### config.mk
export PLATFORM = sky130hd
export DESIGN_NAME = cosine_taylor_series
export DESIGN_NICKNAME = d
export VERILOG_FILES = /design/src/hw/rtl/cts_pkg.sv /design/src/hw/rtl/cosine_taylor_series.sv
export SDC_FILE = /design/constraint.sdc
export NUM_CORES = 2
export LEC_CHECK = 0
export BUFFER_PORTS_ARGS = -buffer_cell sky130_fd_sc_hd__buf_2
export CORE_ASPECT_RATIO = 1.25
export CORE_MARGIN = 2
export CORE_UTILIZATION = 65
export CTS_CLUSTER_DIAMETER = 60
export DETAILED_ROUTE_END_ITERATION = 16
export PLACE_DENSITY_LB_ADDON = 0.2
export SKIP_CTS_REPAIR_TIMING = 1
export SLEW_MARGIN = 15
export SYNTH_ARGS = -nofsm -noshare
export SYNTH_HDL_FRONTEND = slang
export SYNTH_SLANG_ARGS = --single-unit
### constraint.sdc
create_clock -name clk_i -period 23.6 [get_ports clk_i]
set_input_delay 4.72 -clock clk_i [delete_from_list [all_inputs] [get_ports clk_i]]
set_output_delay 4.72 -clock clk_i [all_outputs]
set_load 0.02 [all_outputs]
### src/hw/rtl/cts_pkg.sv
// Package for the cosine series block: field widths, fixed-point constants,
// and the reciprocal table 1/((n-1)n) in Q30.
// No dependencies.
`default_nettype none

package cts_pkg;

  // Beat field widths
  localparam int unsigned AngleW = 18;
  localparam int unsigned CosW   = 32;
  localparam int unsigned CntW   = 6;
  localparam int unsigned LimW   = 31;

  // Default series length
  localparam int unsigned MaxTermsDef = 32;

  // Datapath widths: 48-bit operands, taken by the multiplier in 24-bit digits
  localparam int unsigned OpW  = 48;
  localparam int unsigned DigW = 24;
  localparam int unsigned PrW  = OpW + DigW;
  localparam int unsigned SumW = 50;

  localparam logic [OpW-1:0] OneQ30  = OpW'(1) << 30;
  localparam logic [OpW-1:0] HalfQ30 = OpW'(1) << 29;

  // Degrees to radians: pi*2^30 = A*46080 + B, so
  // rad = mag*A + floor((mag*B + 23040) / 46080); the floor is done as
  // ((t >> 10) * C) >> 28 with C = ceil(2^28 / 45), exact for t < 2^32.
  localparam logic [OpW-1:0] RadA   = OpW'(73204);
  localparam logic [OpW-1:0] RadB   = OpW'(19106);
  localparam logic [OpW-1:0] RadC   = OpW'(5965233);
  localparam logic [OpW-1:0] RadRnd = OpW'(23040);

  localparam logic [63:0] Q30L = 64'd1 << 30;

  // Entry k holds round(2^30 / ((n-1)n)) with n = 2k; entry 0 unused
  localparam logic [29:0] RECIP_TBL [32] = '{
    30'd0,
    30'((Q30L + 64'd1) / 64'd2),
    30'((Q30L + 64'd6) / 64'd12),
    30'((Q30L + 64'd15) / 64'd30),
    30'((Q30L + 64'd28) / 64'd56),
    30'((Q30L + 64'd45) / 64'd90),
    30'((Q30L + 64'd66) / 64'd132),
    30'((Q30L + 64'd91) / 64'd182),
    30'((Q30L + 64'd120) / 64'd240),
    30'((Q30L + 64'd153) / 64'd306),
    30'((Q30L + 64'd190) / 64'd380),
    30'((Q30L + 64'd231) / 64'd462),
    30'((Q30L + 64'd276) / 64'd552),
    30'((Q30L + 64'd325) / 64'd650),
    30'((Q30L + 64'd378) / 64'd756),
    30'((Q30L + 64'd435) / 64'd870),
    30'((Q30L + 64'd496) / 64'd992),
    30'((Q30L + 64'd561) / 64'd1122),
    30'((Q30L + 64'd630) / 64'd1260),
    30'((Q30L + 64'd703) / 64'd1406),
    30'((Q30L + 64'd780) / 64'd1560),
    30'((Q30L + 64'd861) / 64'd1722),
    30'((Q30L + 64'd946) / 64'd1892),
    30'((Q30L + 64'd1035) / 64'd2070),
    30'((Q30L + 64'd1128) / 64'd2256),
    30'((Q30L + 64'd1225) / 64'd2450),
    30'((Q30L + 64'd1326) / 64'd2652),
    30'((Q30L + 64'd1431) / 64'd2862),
    30'((Q30L + 64'd1540) / 64'd3080),
    30'((Q30L + 64'd1653) / 64'd3306),
    30'((Q30L + 64'd1770) / 64'd3540),
    30'((Q30L + 64'd1891) / 64'd3782)
  };

endpackage : cts_pkg

`default_nettype wire

### src/hw/rtl/cosine_taylor_series.sv
// Cosine by Maclaurin series on one shared 24x48 multiply-accumulate unit.
// Depends on cts_pkg (widths, radian constants, reciprocal table).
`default_nettype none

// One angle beat (degrees, signed Q10.8) gives one result beat: cosine in
// Q1.30 saturated to +/-1, the number of series terms summed, and a flag set
// when the last term is still above term_limit at MAX_TERMS terms. All
// arithmetic runs on a single 24x48 multiplier with a 96-bit accumulate;
// 48-bit products take two passes, and each further term needs two of them
// (ST_MULX, ST_MULR) plus the add in ST_SUMT. No new angle is taken while
// one is being summed; the next input beat is taken in the cycle after the
// result register is loaded. The result register lets the next angle enter
// while a result waits downstream. term_limit resets to 107 and is to be
// written on the cfg channel only while idle; the block does not enforce it.
module cosine_taylor_series
  import cts_pkg::*;
#(
  parameter int unsigned MAX_TERMS = MaxTermsDef  // 8 .. 32
) (
  input  wire logic               clk_i,
  input  wire logic               rst_ni,
  // Angle beats: tdata[17:0] angle_deg, upper bits zero
  input  wire logic               s_axis_tvalid,
  output logic                    s_axis_tready,
  input  wire logic [23:0]        s_axis_tdata,
  // Result beats: tdata[31:0] cos_value, [37:32] terms_used,
  // [38] not_converged, [39] zero
  output logic                    m_axis_tvalid,
  input  wire logic               m_axis_tready,
  output logic [39:0]             m_axis_tdata,
  // term_limit write channel
  input  wire logic               cfg_valid_i,
  output logic                    cfg_ready_o,
  input  wire logic [LimW-1:0]    cfg_data_i
);

  typedef enum logic [8:0] {
    ST_IDLE = 9'b000000001,
    ST_RAD0 = 9'b000000010,
    ST_RAD1 = 9'b000000100,
    ST_RAD2 = 9'b000001000,
    ST_SQR  = 9'b000010000,
    ST_TEST = 9'b000100000,
    ST_MULX = 9'b001000000,
    ST_MULR = 9'b010000000,
    ST_SUMT = 9'b100000000
  } state_e;

  localparam logic [CntW-1:0] MaxCnt = CntW'(MAX_TERMS);
  localparam logic signed [SumW-1:0] OneS = SumW'(OneQ30);

  state_e               state_q, state_d;
  logic                 fin_q, fin_d;          // waiting to load the result
  logic                 dig_q, dig_d;          // 1: high digit pass pending
  logic [CntW-1:0]      count_q, count_d;
  logic                 neg_q, neg_d;
  logic [LimW-1:0]      limit_q;
  logic                 m_valid_q, m_valid_d;

  logic [AngleW-1:0]    mdeg_q, mdeg_d;
  logic [OpW-1:0]       tmp_q, tmp_d;
  logic [OpW-1:0]       x2_q, x2_d;
  logic [OpW-1:0]       mag_q, mag_d;
  logic signed [SumW-1:0] sum_q, sum_d;
  logic [PrW-1:0]       acc_q, acc_d;
  logic [CosW-1:0]      cos_q, cos_d;
  logic [CntW-1:0]      terms_q, terms_d;
  logic                 nc_q, nc_d;

  // Shared multiply-accumulate unit
  logic                 two_dig, first, last;
  logic [OpW-1:0]       a_src, mul_b, rnd;
  logic [DigW-1:0]      mul_a;
  logic [PrW-1:0]       prod;
  logic [2*OpW-1:0]     acc_sum;
  logic [OpW-1:0]       res_q30, res_q28, res_lo;

  always_comb begin
    a_src = '0;
    mul_b = '0;
    rnd   = '0;
    case (state_q)
      ST_RAD0: begin
        a_src = OpW'(mdeg_q);
        mul_b = RadB;
        rnd   = RadRnd;
      end
      ST_RAD1: begin
        a_src = OpW'(tmp_q[31:10]);
        mul_b = RadC;
      end
      ST_RAD2: begin
        a_src = OpW'(mdeg_q);
        mul_b = RadA;
        rnd   = tmp_q;
      end
      ST_SQR: begin
        a_src = tmp_q;
        mul_b = tmp_q;
        rnd   = HalfQ30;
      end
      ST_MULX: begin
        a_src = mag_q;
        mul_b = x2_q;
        rnd   = HalfQ30;
      end
      ST_MULR: begin
        a_src = tmp_q;
        mul_b = OpW'(RECIP_TBL[count_q[4:0]]);
        rnd   = HalfQ30;
      end
      default: begin
        a_src = '0;
      end
    endcase
  end

  assign two_dig = (state_q == ST_SQR) || (state_q == ST_MULX) || (state_q == ST_MULR);
  assign first   = !(two_dig && !dig_q);
  assign last    = !dig_q;
  assign mul_a   = (two_dig && dig_q) ? a_src[OpW-1:DigW] : a_src[DigW-1:0];
  assign prod    = {{OpW{1'b0}}, mul_a} * {{DigW{1'b0}}, mul_b};

  // High digit first: shift the partial sum up a digit, round in on the last pass
  assign acc_sum = (first ? {(2*OpW){1'b0}} : {acc_q, {DigW{1'b0}}})
                 + {{DigW{1'b0}}, prod}
                 + (last ? {{OpW{1'b0}}, rnd} : {(2*OpW){1'b0}});
  assign acc_d   = acc_sum[PrW-1:0];
  assign res_q30 = acc_sum[30 +: OpW];
  assign res_q28 = acc_sum[28 +: OpW];
  assign res_lo  = acc_sum[OpW-1:0];

  // Sequencer and next-state values
  logic [CntW-1:0] count_inc;
  logic            load_out;
  assign count_inc = count_q + CntW'(1);
  assign load_out  = fin_q && (!m_valid_q || m_axis_tready);

  always_comb begin
    state_d   = state_q;
    fin_d     = fin_q;
    dig_d     = dig_q;
    count_d   = count_q;
    neg_d     = neg_q;
    mdeg_d    = mdeg_q;
    tmp_d     = tmp_q;
    x2_d      = x2_q;
    mag_d     = mag_q;
    sum_d     = sum_q;
    cos_d     = cos_q;
    terms_d   = terms_q;
    nc_d      = nc_q;
    m_valid_d = m_valid_q;

    if (m_valid_q && m_axis_tready) begin
      m_valid_d = 1'b0;
    end

    case (state_q)
      ST_IDLE: begin
        if (load_out) begin
          fin_d     = 1'b0;
          m_valid_d = 1'b1;
          terms_d   = count_q;
          nc_d      = mag_q > OpW'(limit_q);
          if (sum_q > OneS) begin
            cos_d = CosW'(OneQ30);
          end else if (sum_q < -OneS) begin
            cos_d = CosW'(-OneS);
          end else begin
            cos_d = sum_q[CosW-1:0];
          end
        end else if (s_axis_tvalid && !fin_q) begin
          // magnitude of the angle; the most negative code gives 2^17
          mdeg_d  = s_axis_tdata[AngleW-1] ? (~s_axis_tdata[AngleW-1:0] + AngleW'(1))
                                           : s_axis_tdata[AngleW-1:0];
          state_d = ST_RAD0;
        end
      end
      ST_RAD0: begin
        tmp_d   = res_lo;
        state_d = ST_RAD1;
      end
      ST_RAD1: begin
        tmp_d   = res_q28;
        state_d = ST_RAD2;
      end
      ST_RAD2: begin
        tmp_d   = res_lo;
        dig_d   = 1'b1;
        state_d = ST_SQR;
      end
      ST_SQR: begin
        if (dig_q) begin
          dig_d = 1'b0;
        end else begin
          x2_d    = res_q30;
          mag_d   = OneQ30;
          sum_d   = OneS;
          count_d = CntW'(1);
          neg_d   = 1'b0;
          state_d = ST_TEST;
        end
      end
      ST_TEST: begin
        if ((mag_q > OpW'(limit_q)) && (count_q < MaxCnt)) begin
          dig_d   = 1'b1;
          state_d = ST_MULX;
        end else begin
          fin_d   = 1'b1;
          state_d = ST_IDLE;
        end
      end
      ST_MULX: begin
        if (dig_q) begin
          dig_d = 1'b0;
        end else begin
          tmp_d   = res_q30;
          dig_d   = 1'b1;
          state_d = ST_MULR;
        end
      end
      ST_MULR: begin
        if (dig_q) begin
          dig_d = 1'b0;
        end else begin
          mag_d   = res_q30;
          state_d = ST_SUMT;
        end
      end
      ST_SUMT: begin
        // signs alternate; add the new term and test for another
        neg_d   = !neg_q;
        count_d = count_inc;
        if (!neg_q) begin
          sum_d = sum_q - $signed({{(SumW-OpW){1'b0}}, mag_q});
        end else begin
          sum_d = sum_q + $signed({{(SumW-OpW){1'b0}}, mag_q});
        end
        if ((mag_q > OpW'(limit_q)) && (count_inc < MaxCnt)) begin
          dig_d   = 1'b1;
          state_d = ST_MULX;
        end else begin
          fin_d   = 1'b1;
          state_d = ST_IDLE;
        end
      end
      default: begin
        state_d = ST_IDLE;
      end
    endcase
  end

  assign s_axis_tready = (state_q == ST_IDLE) && !fin_q;
  assign cfg_ready_o   = 1'b1;
  assign m_axis_tvalid = m_valid_q;
  assign m_axis_tdata  = {1'b0, nc_q, terms_q, cos_q};

  // Control registers
  always_ff @(posedge clk_i or negedge rst_ni) begin
    if (!rst_ni) begin
      state_q   <= ST_IDLE;
      fin_q     <= 1'b0;
      dig_q     <= 1'b0;
      count_q   <= CntW'(1);
      neg_q     <= 1'b0;
      m_valid_q <= 1'b0;
      limit_q   <= LimW'(107);
    end else begin
      state_q   <= state_d;
      fin_q     <= fin_d;
      dig_q     <= dig_d;
      count_q   <= count_d;
      neg_q     <= neg_d;
      m_valid_q <= m_valid_d;
      if (cfg_valid_i) begin
        limit_q <= cfg_data_i;
      end
    end
  end

  // Datapath registers
  always_ff @(posedge clk_i) begin
    mdeg_q  <= mdeg_d;
    tmp_q   <= tmp_d;
    x2_q    <= x2_d;
    mag_q   <= mag_d;
    sum_q   <= sum_d;
    acc_q   <= acc_d;
    cos_q   <= cos_d;
    terms_q <= terms_d;
    nc_q    <= nc_d;
  end

  // Checks
  a_load_shows: assert property (@(posedge clk_i) disable iff (!rst_ni)
    load_out |=> m_axis_tvalid)
    else $error("result beat not presented after load");

  a_terms_range: assert property (@(posedge clk_i) disable iff (!rst_ni)
    m_axis_tvalid |-> (terms_q >= CntW'(1)) && (terms_q <= MaxCnt))
    else $error("terms_used out of range");

  a_nc_at_max: assert property (@(posedge clk_i) disable iff (!rst_ni)
    (m_axis_tvalid && nc_q) |-> (terms_q == MaxCnt))
    else $error("not_converged without reaching MAX_TERMS");

  a_cos_sat: assert property (@(posedge clk_i) disable iff (!rst_ni)
    m_axis_tvalid |-> ($signed(cos_q) <= $signed(CosW'(OneQ30)))
                   && ($signed(cos_q) >= -$signed(CosW'(OneQ30))))
    else $error("cos_value outside +/-1");

endmodule : cosine_taylor_series

`default_nettype wire
==> impl_results.md <==
- Status: complete, no violations
- Post-synth ARST share: 14.1%
- Final Hold Viols: 0
- Worst r2r dst: tmp_q[43]
- Drt pass-1 iters: 8
- Vias in the first global route: about 50,000
- Most area-hungry cell type in the Yosys netlist: fa_1
- Final GP Congestion: 1.07
- Top cells by area, synth: fa_1 38%, edfxtp_1 13%, inv_1 7.7%
- F_max: approximately 0.079 GHz
- Yosys reg bits: approximately 360
- Max_cap viols: 0
- PwrDens: 32.8 mW/mm^2
- Worst setup path startpoint: state_q[3]
- CP endpoint kind: register
- Die Y: ~340 um
- Clk_lat worst skew: about 0.60 ns
- Area of the core: ~0.090 mm^2
- Initial antenna violation count: 21
- GRT Total Usage: 44.7%
- Critical path's largest stage delay: 0.75 ns
- Hold Startpoint: limit_q[3]
- Endpoints failing setup: 0
- Post-synth EDFFs: 251
- Maximum root-to-sink buffer count: 3
- Mapped Nets: a little over 8,000
- Sequential-to-total area share from yosys stat: 16.8%
- Critical path type: register to register
- Worst Path Required: approximately 24 ns
- Main synth FF type: edfxtp_1
- Fin Setup TNS: 0 ns
- Final clock skew: ~0.025 ns
- Initial Utilization: 65.6%
- Top-Level Pins: 103
- Synth top cells by count: 1,215 x inv_1, 1,107 x fa_1, 954 x nand2_1
- Fin. max-slew vios: 0
- Largest net degree at the start of global routing: 74
- Die extent in x: roughly 270 um
- Num CTS Buffers: 39
- CP max-delay cell: buf_4
- Htree depth: 2
- Cell variety after synth: 97
- Layout cells sized above 1: 5.60%
- CTS tree: yes
- Critical Path Source Type: register
- Reg2Reg Depth: 36
- DRC viols: 0
- LEAKAGE: 29.4 nW
- Cell Area, Synth: approximately 0.059 mm^2
- R2R Setup Slk: roughly 11 ns
- Synth Instances: roughly 6,600
- Ys Warns: 0
- Period minus WS final: 12.59 ns
- Hold depth: 2
- Slew margin rel.: 11.3%
- Final hold slack: around 0.52 ns
- Hold Path End: limit_q[3]
- PnR Total Power: approximately 2.0 mW
- Drt total wl: about 200 mm
- Vias: slightly below 50,000
- NumNets Final: between 7,000 and 8,000
- Syn Area/Cell: 8.98 um^2
- CP Data Arrival Time: roughly 13 ns
- Synth top area share: between 30 and 40%
- Most used cell, CP: fa_1
- Most numerous cell in the Yosys netlist: inv_1
- Port-buffer cells: 94
- Die area: between 0.09 and 0.1 mm^2
- WL/cell: roughly 27 um
- Clock sinks: ~360
- Crit path max fanout: 73
- Clock slew at reported path FFs: around 0.070 ns
- RSZ-0062 raised after global routing: no
- Dpl hpwl: approximately 160 mm
- Root buffer cell: clkbuf_16
- Initial DRC count: between 5,000 and 6,000
- Grt ovf: 0
- Worst VDD drop: 0.0571 mV
- Final ANT Viol Nets: 0
- Drt via density: roughly 6.3
- Worst reg2reg startpoint: state_q[3]
- Area added between synthesis and finish: 4.64%
- Worst hold path type: register to register
- Site Rows: 123
- Crit share post-route: a little over half
- Tightest Pin Transition: approximately 1.3 ns
- First-pass GRT wire length: between 300 and 400 mm
[report_power, final]
group / internal [mW] / switching [mW]
clock network: 0.323 / 0.293
logic: 0.142 / 0.491
registers: 0.718 / 0.0593
[worst max-delay path, delay by kind of cell (launching register included)]
kind / cells / cell delay, ns
and+or+nand+nor: 7 / 1.34
AOI/OAI and AO/OA: 12 / 3.65
adders and majority gates: 8 / 3.97
xor gates and xnor gates: 1 / 0.50
buffers and inverters: 8 / 2.43
DFF: 1 / 0.40
[logic make-up after synthesis]
group,count (synthesis),share of synthesized area (%)
XOR/XNOR,178,2.64
AND/OR/NAND/NOR,2108,15.4
AO/OA/AOI/OAI,891,10.2
other,2,0.0127
adder cells (fa/ha/maj),1426,44.4
flip-flops,355,16.8
buffers and inverters,1589,10.4
multiplexers,12,0.212
[layer usage]
metal	vias to the layer above	wire (um)	part of all wire, %	global-route usage [%]
met3	834	23700	12	11.9
met4	28	18500	9.1	32.5
li1	20200	-	-	-
met1	24300	68400	34	53.0
met2	3008	93300	46	70.6
met5	-	184	0.090	0
[flip-flops by register name, summed over array words and instances (netlist names), 9 cells and up]
name / flops
acc_q: 54
cos_q: 32
limit_q: 31
mag_q: 48
mdeg_q: 18
state_q: 9
sum_q: 50
tmp_q: 48
x2_q: 48
[final cells by class]
type	instances	area (um^2)
multi-input cells	4617	43300
fillers	7204	28200
flip-flops and latches	355	9880
inverters	1218	4570
well taps	1187	1490
repair buffers	187	1170
clock buffers	46	1030
clock inverters	26	230
diodes	6	15.0
[worst max-delay path by stage]
stage	to	slack, ns	depth (start not counted)
after floorplan	tmp_q[44]	14.24	38
after global placement	tmp_q[43]	11.51	36
after detailed placement	tmp_q[43]	11.43	36
after CTS	tmp_q[43]	11.37	36
after global routing	tmp_q[43]	10.68	36
final	tmp_q[43]	11.01	36
[placed cells by master, fill, tap and decap left out, types with 42 or more instances in the layout]
cell,Yosys,routed
xor2_1,90,88
o21ai_0,164,159
nand4_1,49,49
fa_1,1107,1107
and2_1,167,167
buf_2,35,94
a22oi_1,60,52
a22o_1,62,56
dfxtp_1,54,54
xnor2_1,88,83
buf_4,6,93
edfxtp_1,251,251
ha_1,319,319
nor2_1,692,686
inv_1,1215,1215
dfrtp_1,43,42
a21o_1,80,79
nand2_1,954,952
a21oi_1,215,207
nor3_1,52,51
[per-stage QoR]
| step | setup WS, ns | utilization (%) | instance area, um^2 | instances |
|---|---|---|---|---|
| global placement | 11.51 | 67.2 | 60400 | 7563 |
| floorplan | 14.24 | - | 58900 | 6561 |
| finish | 11.01 | 68.6 | 61700 | 7642 |
| global route | 10.68 | 68.6 | 61700 | 7636 |
| CTS | 11.37 | 68.6 | 61700 | 7635 |
| detailed placement | 11.43 | 67.2 | 60400 | 7563 |
Power figures use the tool's default switching activity.
